===== src/rtl/length_prefixed_message_ring_assert.svh =====
// Assertion macros for the message ring RTL.
// Included by the modules that carry concurrent checks; no other dependencies.
`ifndef LENGTH_PREFIXED_MESSAGE_RING_ASSERT_SVH
`define LENGTH_PREFIXED_MESSAGE_RING_ASSERT_SVH

`ifndef NO_ASSERTIONS

`define LPMR_ASSERT(lbl, prop, msg) \
    lbl: assert property (@(posedge clk) disable iff (!rst_n) prop) else $error(msg);

`define LPMR_ASSERT_ALWAYS(lbl, prop, msg) \
    lbl: assert property (@(posedge clk) prop) else $error(msg);

`else

`define LPMR_ASSERT(lbl, prop, msg)

`define LPMR_ASSERT_ALWAYS(lbl, prop, msg)

`endif

`endif


===== src/rtl/lpmr_pkg.sv =====
// Shared types and codes for the length-prefixed message ring.
// No dependencies; used by lpmr_ctrl, lpmr_datapath and the top level.
package lpmr_pkg;

    localparam int LEN_W = 15;

    localparam logic OP_PUT = 1'b0;
    localparam logic OP_GET = 1'b1;

    localparam logic [2:0] ST_OK       = 3'd0;
    localparam logic [2:0] ST_NO_SPACE = 3'd1;
    localparam logic [2:0] ST_EMPTY    = 3'd2;
    localparam logic [2:0] ST_TOO_LONG = 3'd3;
    localparam logic [2:0] ST_DROPPED  = 3'd4;

    typedef struct packed {
        logic             op;
        logic             put_first;
        logic [LEN_W-1:0] message_length;
        logic [7:0]       put_byte;
        logic [LEN_W-1:0] get_max_len;
    } in_item_t;

    typedef struct packed {
        logic [2:0]       status;
        logic [7:0]       get_byte;
        logic [LEN_W-1:0] got_length;
        logic             last;
    } out_item_t;

    typedef struct packed {
        logic       item_load;
        logic       put_refuse;
        logic       put_start;
        logic       put_wr;
        logic       put_hdr;
        logic       put_dec;
        logic       put_commit;
        logic       get_start;
        logic       get_rd;
        logic       get_hdr;
        logic       get_open;
        logic       get_skip;
        logic       get_dec;
        logic       res_load;
        logic [2:0] res_status;
        logic       res_last;
        logic       res_byte;
        logic       res_hdrlen;
        logic       res_glen;
        logic       push;
    } cmd_t;

    typedef struct packed {
        logic op;
        logic put_first;
        logic put_ok;
        logic len_zero;
        logic put_open;
        logic empty;
        logic get_active;
        logic hdr_gt_max;
        logic hdr_zero;
        logic put_rem_one;
        logic get_rem_one;
    } sts_t;

endpackage


===== src/rtl/lpmr_ctrl.sv =====
// Sequencer for the message ring: one item at a time, one memory access per cycle.
// Depends on lpmr_pkg; drives lpmr_datapath through cmd_t, reads sts_t.
module lpmr_ctrl #(
    parameter int HEADER_BYTES = 4
) (
    input  logic           clk,
    input  logic           rst_n,
    input  logic           in_valid,
    output logic           in_ready,
    output logic           out_valid,
    input  logic           out_ready,
    input  lpmr_pkg::sts_t sts,
    output lpmr_pkg::cmd_t cmd
);

    localparam int CW = (HEADER_BYTES > 1) ? $clog2(HEADER_BYTES) : 1;
    localparam logic [CW-1:0] CNT_LAST = CW'(HEADER_BYTES - 1);

    typedef enum logic [3:0] {
        S_IDLE,
        S_DISPATCH,
        S_PUT_HDR,
        S_PUT_BYTE,
        S_PUT_COMMIT,
        S_GET_HDR,
        S_GET_WAIT,
        S_GET_EVAL,
        S_GET_BYTE,
        S_GET_DATA,
        S_DONE
    } state_t;

    state_t        state_reg, state_next;
    logic [CW-1:0] cnt_reg, cnt_next;
    logic          out_valid_reg, out_valid_next;

    assign in_ready  = (state_reg == S_IDLE);
    assign out_valid = out_valid_reg;

    always_comb
    begin
        cmd            = '0;
        state_next     = state_reg;
        cnt_next       = cnt_reg;
        out_valid_next = out_valid_reg && !out_ready;
        unique case (state_reg)
            S_IDLE:
            begin
                if (in_valid)
                begin
                    cmd.item_load = 1'b1;
                    state_next    = S_DISPATCH;
                end
            end
            S_DISPATCH:
            begin
                if (sts.op == lpmr_pkg::OP_PUT)
                begin
                    if (sts.put_first && !sts.put_ok)
                    begin
                        cmd.put_refuse = 1'b1;
                        cmd.res_load   = 1'b1;
                        cmd.res_status = lpmr_pkg::ST_NO_SPACE;
                        state_next     = S_DONE;
                    end
                    else if (sts.put_first)
                    begin
                        cmd.put_start = 1'b1;
                        cnt_next      = '0;
                        state_next    = S_PUT_HDR;
                    end
                    else if (!sts.put_open)
                    begin
                        cmd.res_load   = 1'b1;
                        cmd.res_status = lpmr_pkg::ST_DROPPED;
                        state_next     = S_DONE;
                    end
                    else
                    begin
                        state_next = S_PUT_BYTE;
                    end
                end
                else
                begin
                    if (sts.get_active)
                    begin
                        state_next = S_GET_BYTE;
                    end
                    else if (sts.empty)
                    begin
                        cmd.res_load   = 1'b1;
                        cmd.res_status = lpmr_pkg::ST_EMPTY;
                        state_next     = S_DONE;
                    end
                    else
                    begin
                        cmd.get_start = 1'b1;
                        cnt_next      = '0;
                        state_next    = S_GET_HDR;
                    end
                end
            end
            S_PUT_HDR:
            begin
                cmd.put_wr  = 1'b1;
                cmd.put_hdr = 1'b1;
                cnt_next    = cnt_reg + 1'b1;
                if (cnt_reg == CNT_LAST)
                begin
                    cnt_next   = '0;
                    state_next = sts.len_zero ? S_PUT_COMMIT : S_PUT_BYTE;
                end
            end
            S_PUT_BYTE:
            begin
                cmd.put_wr  = 1'b1;
                cmd.put_dec = 1'b1;
                if (sts.put_rem_one)
                begin
                    state_next = S_PUT_COMMIT;
                end
                else
                begin
                    cmd.res_load   = 1'b1;
                    cmd.res_status = lpmr_pkg::ST_OK;
                    state_next     = S_DONE;
                end
            end
            S_PUT_COMMIT:
            begin
                cmd.put_commit = 1'b1;
                cmd.res_load   = 1'b1;
                cmd.res_status = lpmr_pkg::ST_OK;
                cmd.res_last   = 1'b1;
                state_next     = S_DONE;
            end
            S_GET_HDR:
            begin
                cmd.get_rd  = 1'b1;
                cmd.get_hdr = 1'b1;
                cnt_next    = cnt_reg + 1'b1;
                if (cnt_reg == CNT_LAST)
                begin
                    cnt_next   = '0;
                    state_next = S_GET_WAIT;
                end
            end
            S_GET_WAIT:
            begin
                state_next = S_GET_EVAL;
            end
            S_GET_EVAL:
            begin
                if (sts.hdr_gt_max)
                begin
                    cmd.res_load   = 1'b1;
                    cmd.res_status = lpmr_pkg::ST_TOO_LONG;
                    cmd.res_hdrlen = 1'b1;
                    state_next     = S_DONE;
                end
                else if (sts.hdr_zero)
                begin
                    cmd.get_skip   = 1'b1;
                    cmd.res_load   = 1'b1;
                    cmd.res_status = lpmr_pkg::ST_OK;
                    cmd.res_last   = 1'b1;
                    state_next     = S_DONE;
                end
                else
                begin
                    cmd.get_open = 1'b1;
                    state_next   = S_GET_BYTE;
                end
            end
            S_GET_BYTE:
            begin
                cmd.get_rd = 1'b1;
                state_next = S_GET_DATA;
            end
            S_GET_DATA:
            begin
                cmd.get_dec    = 1'b1;
                cmd.res_load   = 1'b1;
                cmd.res_status = lpmr_pkg::ST_OK;
                cmd.res_byte   = 1'b1;
                cmd.res_glen   = 1'b1;
                cmd.res_last   = sts.get_rem_one;
                state_next     = S_DONE;
            end
            S_DONE:
            begin
                if (!out_valid_reg || out_ready)
                begin
                    cmd.push       = 1'b1;
                    out_valid_next = 1'b1;
                    state_next     = S_IDLE;
                end
            end
            default:
            begin
                state_next = S_IDLE;
            end
        endcase
    end

    always_ff @(posedge clk or negedge rst_n)
    begin
        if (!rst_n)
        begin
            state_reg     <= S_IDLE;
            cnt_reg       <= '0;
            out_valid_reg <= 1'b0;
        end
        else
        begin
            state_reg     <= state_next;
            cnt_reg       <= cnt_next;
            out_valid_reg <= out_valid_next;
        end
    end

endmodule


===== config.mk =====
export PLATFORM = sky130hd
export DESIGN_NAME = lpmr_ctrl
export DESIGN_NICKNAME = d
export VERILOG_FILES = /design/src/rtl/length_prefixed_message_ring_assert.svh /design/src/rtl/lpmr_pkg.sv /design/src/rtl/lpmr_ctrl.sv
export SDC_FILE = /design/constraint.sdc
export NUM_CORES = 1
export LEC_CHECK = 0
export ABC_AREA = 1
export BUFFER_PORTS_ARGS = -buffer_cell sky130_fd_sc_hd__buf_4
export CAP_MARGIN = 20
export CORE_UTILIZATION = 30
export CTS_BUF_LIST = sky130_fd_sc_hd__clkbuf_16
export CTS_CLUSTER_SIZE = 14
export DETAILED_ROUTE_END_ITERATION = 12
export GPL_ROUTABILITY_DRIVEN = 1
export PLACE_DENSITY = 0.63
export SLEW_MARGIN = 5
export SYNTH_ARGS = -nofsm -noshare
export SYNTH_HDL_FRONTEND = slang
export SYNTH_SLANG_ARGS = --single-unit
export TNS_END_PERCENT = 20

===== constraint.sdc =====
create_clock -name clk -period 1.6 [get_ports clk]
set_clock_uncertainty 0.1 [all_clocks]
set_input_delay 0.08 -clock clk [delete_from_list [all_inputs] [get_ports clk]]
set_output_delay 0.08 -clock clk [all_outputs]
set_load 0.03 [all_outputs]

==> flow_summary.json, run 1 <==
{
  "status": "completed",
  "grt_pass1_wl_um": 3390,
  "die_x_um": 54.3,
  "finalCriticalPeriod_ns": 1.58,
  "ys_ff_latch": 7,
  "final_nets": 200,
  "drt_iter0_markers": 15,
  "hold_path.class": "input pin to register",
  "largest_reg_flops": 4,
  "stdcell_count": 213,
  "drive_above_1_share": 0.481,
  "routedWlPerCell_um": 10.7,
  "place_congestion": 0.912,
  "path_buf_inv": 2,
  "synth_area_leader_cell": "dfrtp_1",
  "critPathCaptureType": "output pin",
  "timing.hold.ws_ns": 0.0343,
  "maxCapViolations": 0,
  "r2r_cells": 10,
  "timing_worst_setup_path_type": "register to output pin",
  "cts_tree": "done",
  "fin_crit_sh": 0.990,
  "max_slew_margin": 0.839,
  "clk_transition_reported_paths_ns": 0.04,
  "core-area_sq_um": 2520,
  "cpMaxStageDelayCell": "dfrtp_1",
  "synth_top_area_share": 0.213,
  "initial_core_util": 0.325,
  "crit_required_ns": 1.42,
  "vias": 978,
  "max_stage_delay_ns": 0.41,
  "antenna_found_initial": 0,
  "hold-path-endpoint": "out_valid$_DFF_PN0_",
  "r2r_start": "state_reg[1]$_DFFE_PN0P_",
  "viasPerCell": 4.59,
  "critical_path.startpoint_type": "register",
  "die_y_um": 54.3,
  "timing.rr.end": "state_reg[0]$_DFFE_PN0P_",
  "wl_um": 2280,
  "worstMarginPinSlew_ns": 0.241,
  "cts_root_buffer": "clkbuf_16",
  "rows": 18,
  "ys_top_cells_by_area": "dfrtp_1 (21%), nand2_1 (20%), inv_1 (9.6%)",
  "diodes": 0,
  "hpwl_um": 1840,
  "dieArea_sq_um": 2950,
  "ios": 39,
  "ant_nets": 0,
  "rsz0062_at_grt": "yes",
  "synth_fp_nets": 153,
  "crit_top_cell": "nand3_1",
  "powerDensity_nw_per_um2": 1760,
  "grt_pass1_vias": 876,
  "cts.sink_count": 7,
  "crit_family": "simple AND/OR/NAND/NOR gates",
  "finalSetupViolCount": 0,
  "synth.distinct_cells": 25,
  "path_max_fanout": 8,
  "p_leak_nw": 0.806,
  "max_freq_ghz": 0.631,
  "cp.arrival_ns": 1.40,
  "gr-usage-all-layers": 0.158,
  "area_growth_pct": 64.5,
  "grt_max_degree": 9,
  "dp_cells": 203,
  "ys_warn_count": 0,
  "post-route-worst-setup-slack_ns": 0.0154,
  "seq_area_frac_synth": 0.213,
  "cts_buffers": 3,
  "maxSlewViolCount": 0,
  "numPortBuffers": 38,
  "vdd.ir_drop.worst_v": 0.00144,
  "synth.avg_cell_area_sq_um": 5.99,
  "clock_path_buffers": 2,
  "clock_latency_ns": 0.23,
  "syn_area_sq_um": 821,
  "dr.pass1.iters": 4,
  "p_total_mw": 2.38,
  "reg2reg_slack_ns": 0.09,
  "htree_levels": 1,
  "drcViolationCount": 0,
  "grt-ovfl-total": 0,
  "final_hold_viol_count": 0,
  "worstPathCellList": "inv_2 > nand2_4 > nor2_8 > nand3_1 > nand3_1 > buf_6",
  "post-place-ws_ns": 0.170,
  "min_from": "out_ready",
  "synth_cells": 137,
  "hold_depth": 4
}
[metrics by stage]
step | area [sq um] | TNS [ns] | util
global route | 1350 | -0.129 | 0.535
floorplan | 827 | -0.127 | -
CTS | 1240 | -0.00685 | 0.493
detailed placement | 1130 | 0 | 0.450
global placement | 1130 | 0 | 0.450
finish | 1350 | 0 | 0.535
[how the worst max path moves through the flow]
stage                                         from     end  depth (start not counted)
after floorplan           state_reg[1]$_DFFE_PN0P_  cmd[6]                          5
after global placement    state_reg[1]$_DFFE_PN0P_  cmd[6]                          6
after detailed placement  state_reg[1]$_DFFE_PN0P_  cmd[6]                          6
after CTS                 state_reg[2]$_DFFE_PN0P_  cmd[6]                          4
after global routing      state_reg[1]$_DFFE_PN0P_  cmd[6]                          6
final                     state_reg[3]$_DFFE_PN0P_  cmd[8]                          6
[tightest hold or removal path, cell delays in order]
cell and delay (ns):
buf_4 0.08, inv_1 0.05, nand2_1 0.06, nand2_1 0.05
[final cells by class]
type                    instances  area (sq um)
fillers                       249          1170
multi-input cells             100           592
repair buffers                 44           348
flip-flops and latches          7           179
inverters                      28           115
clock buffers                   3          75.1
well taps                      30          37.5
clock inverters                 1          3.75
[logic make-up after synthesis]
kind of cell / after synthesis / share of synthesized area
adders and majority gates: 1 / 0.0152
AOI/OAI and AO/OA: 9 / 0.0640
buffers and inverters: 30 / 0.149
and+or+nand+nor: 90 / 0.558
DFF: 7 / 0.213
[synth_stat cells]
master / number
o21ai_2: 1
nor2_1: 16
nand2_4: 4
a21oi_1: 3
inv_4: 1
o32ai_1: 1
o21ai_1: 1
nor4_1: 1
nand2_1: 43
nand3b_1: 2
inv_1: 21
buf_4: 2
nor2_4: 2
dfrtp_1: 7
nor2_8: 1
inv_2: 6
or2_2: 1
nor2_2: 3
nand3_2: 2
nand2_2: 5
nand4_1: 1
ha_1: 1
o21ai_0: 3
nand3_1: 7
nor3_1: 2
[per-layer routing]
metal	vias to the layer above	track usage	routed length [um]	part of all wire
met3	2	0.0556	121	0.053
met5	-	0	0	0
li1	509	-	-	-
met4	0	0.0427	23	0.010
met2	30	0.268	1190	0.52
met1	437	0.187	942	0.41
[power by group]
group	total, mW	leakage [nW]	switching, mW	internal, mW
Combinational	1.59	0.677	0.996	0.597
Clock	0.413	0.0423	0.0884	0.324
Sequential	0.377	0.0864	0.116	0.260
Total	2.38	0.806	1.20	1.18
[timing repair]
item,CTS,global route
pin swaps,0,6
gates resized for setup,3,25
hold endpoints to repair,7,0
endpoints found under the setup margin,3,9
buffers inserted,1,4
hold buffers,1,0
[layout by cell type, fill, tap and decap left out]
master and count:
o32ai_2 1, nand2_2 7, nand2_4 6, nor2_4 4, nor3_1 2, inv_4 2
dfrtp_2 3, inv_1 19, nand3_2 2, dlygate4sd3_1 1, o21ai_2 2, ha_1 1
inv_2 7, nor2_8 1, buf_4 39, nand4_1 1, inv_6 1, clkbuf_16 3
o21ai_0 3, nor2_1 14, nand2_8 1, nor2_2 3, a21oi_1 3, nor4_2 1
nand3b_1 2, or2_2 1, dfrtp_1 4, buf_6 4, nand3_1 7, nand2_1 38
Power figures use the tool's default switching activity.
==> inputs of run 2 (changes only) <==
- SETUP_SLACK_MARGIN: not set -> 0.15
==> run 2 against run 1 <==
Against the previous run:
- flip-flop and latch count stayed put
- count of clock-buffer cells in the layout stayed put
- setup slack worse by 0.00055 ns
- worst hold slack better by 0.011 ns
- sequential power is 1% lower
- utilization is 5.9 points higher
- critical path type unchanged
- critical endpoint is now cmd[7]
==> flow_summary.json, run 2 (synthesis gave the netlist of run 1 again) <==
{
  "status": "completed",
  "clock_latency_ns": 0.23,
  "routedWlPerCell_um": 11.7,
  "viasPerCell": 4.73,
  "vias": 1040,
  "crit_family": "simple AND/OR/NAND/NOR gates",
  "post-route-cell-area_sq_um": 1500,
  "timing_worst_setup_path_type": "register to output pin",
  "max_slew_margin": 0.806,
  "gr-usage-all-layers": 0.190,
  "cp.arrival_ns": 1.41,
  "largest_reg_flops": 4,
  "wl_um": 2580,
  "finalSetupViolCount": 0,
  "layout_common_cells": "nand2_1 (37), buf_4 (35), inv_1 (18)",
  "cts_tree": "done",
  "final_common_cell": "nand2_1",
  "timing.rr.end": "state_reg[3]$_DFFE_PN0P_",
  "dieArea_sq_um": 2950,
  "rsz0062_at_grt": "yes",
  "drcViolationCount": 0,
  "rows": 18,
  "cts_buffers": 3,
  "critical_path.startpoint_type": "register",
  "fill_cells": 213,
  "path_max_fanout": 4,
  "min_from": "out_ready",
  "worstMarginPinSlew_ns": 0.288,
  "placed_area_sq_um": 1140,
  "post-place-ws_ns": 0.130,
  "hold_depth": 4,
  "p_total_mw": 2.66,
  "hold_path.class": "input pin to register",
  "max_stage_delay_ns": 0.45,
  "p_leak_nw": 0.868,
  "final_hold_viol_count": 0,
  "critPathCaptureType": "output pin",
  "cpMaxStageDelayCell": "dfrtp_2",
  "cts_root_buffer": "clkbuf_16",
  "grt-ovfl-total": 0,
  "cts.sink_count": 7,
  "numPortBuffers": 38,
  "timing.hold.ws_ns": 0.0452,
  "diodes": 0,
  "htree_levels": 1,
  "grt_pass1_wl_um": 3970,
  "grt_max_degree": 8,
  "r2r_start": "state_reg[1]$_DFFE_PN0P_",
  "powerDensity_nw_per_um2": 1780,
  "drt_iter0_markers": 13,
  "clock_path_buffers": 2,
  "hpwl_um": 1840,
  "drive_above_1_share": 0.547,
  "core-area_sq_um": 2520,
  "max_freq_ghz": 0.631,
  "ios": 39,
  "die_x_um": 54.3,
  "fin_crit_sh": 0.991,
  "reg2reg_slack_ns": 0.06,
  "clk_transition_reported_paths_ns": 0.04,
  "maxSlewViolCount": 0,
  "grt_pass1_vias": 940,
  "maxCapViolations": 0,
  "area_growth_pct": 82.5,
  "worstPathCellList": "nor2_4 > nand2_4 > nor4_2 > buf_4",
  "die_y_um": 54.3,
  "post-route-worst-setup-slack_ns": 0.0148,
  "initial_core_util": 0.325,
  "dr.pass1.iters": 5,
  "place_congestion": 0.882,
  "crit_required_ns": 1.42,
  "ant_nets": 0,
  "finalCriticalPeriod_ns": 1.59,
  "antenna_found_initial": 0,
  "path_buf_inv": 1,
  "hold-path-endpoint": "out_valid$_DFF_PN0_",
  "r2r_cells": 7,
  "vdd.ir_drop.worst_v": 0.00133,
  "final_nets": 207
}
-- run 2: worst max-delay path by stage --
stage | startpoint | end | cells past startpoint
2_1_floorplan | state_reg[2]$_DFFE_PN0P_ | state_reg[2]$_DFFE_PN0P_ | 7
3_3_place_gp | state_reg[2]$_DFFE_PN0P_ | state_reg[3]$_DFFE_PN0P_ | 6
3_5_place_dp | state_reg[2]$_DFFE_PN0P_ | state_reg[3]$_DFFE_PN0P_ | 6
4_1_cts | state_reg[3]$_DFFE_PN0P_ | cmd[4] | 6
5_1_grt | state_reg[1]$_DFFE_PN0P_ | cmd[6] | 6
6_report | state_reg[3]$_DFFE_PN0P_ | cmd[7] | 4
-- run 2: timing repair --
item	CTS	global route
hold buffers	1	0
gates cloned	0	0
hold endpoints to repair	7	0
resized for setup	18	32
endpoints found under the setup margin	17	28
pin swaps	9	12
setup buffers	12	0
-- run 2: routing by layer --
metal | global-route usage | routed length [um] | up-vias
met1 | 0.210 | 1020 | 478
li1 | - | - | 524
met5 | 0 | 0 | -
met3 | 0.0361 | 120 | 10
met4 | 0.0598 | 47 | 0
met2 | 0.358 | 1390 | 28
-- run 2: worst reg2reg max path, cell delays in order (launching register included) --
cell and delay [ns]:
dfrtp_1 0.40, buf_4 0.15, nand2_2 0.10, inv_1 0.05, nand3b_1 0.14, nand2_1 0.09
nor3_2 0.25, nand3_1 0.12
-- run 2: where the power goes --
group / leakage, nW / internal (mW) / switching (mW)
combinational: 0.739 / 0.765 / 1.10
sequential: 0.0865 / 0.260 / 0.113
clock: 0.0423 / 0.325 / 0.0953
total: 0.868 / 1.35 / 1.31
-- run 2: area by class of cell --
type,instances,area [sq um],share of cell area
sequential,7,179,0.119
timing repair buffer,51,450,0.301
clock buffer,3,75.1,0.0501
multi-input combinational,100,637,0.425
clock inverter,1,3.75,0.00251
inverter,28,115,0.0769
tap,30,37.5,0.0251
-- run 2: through the flow --
stage	std cells	utilization	setup TNS, ns
6_report	220	0.594	0
5_1_grt	220	0.594	-0.104
4_1_cts	220	0.551	0
3_5_place_dp	203	0.453	0
3_3_place_gp	203	0.453	0
2_1_floorplan	137	-	0
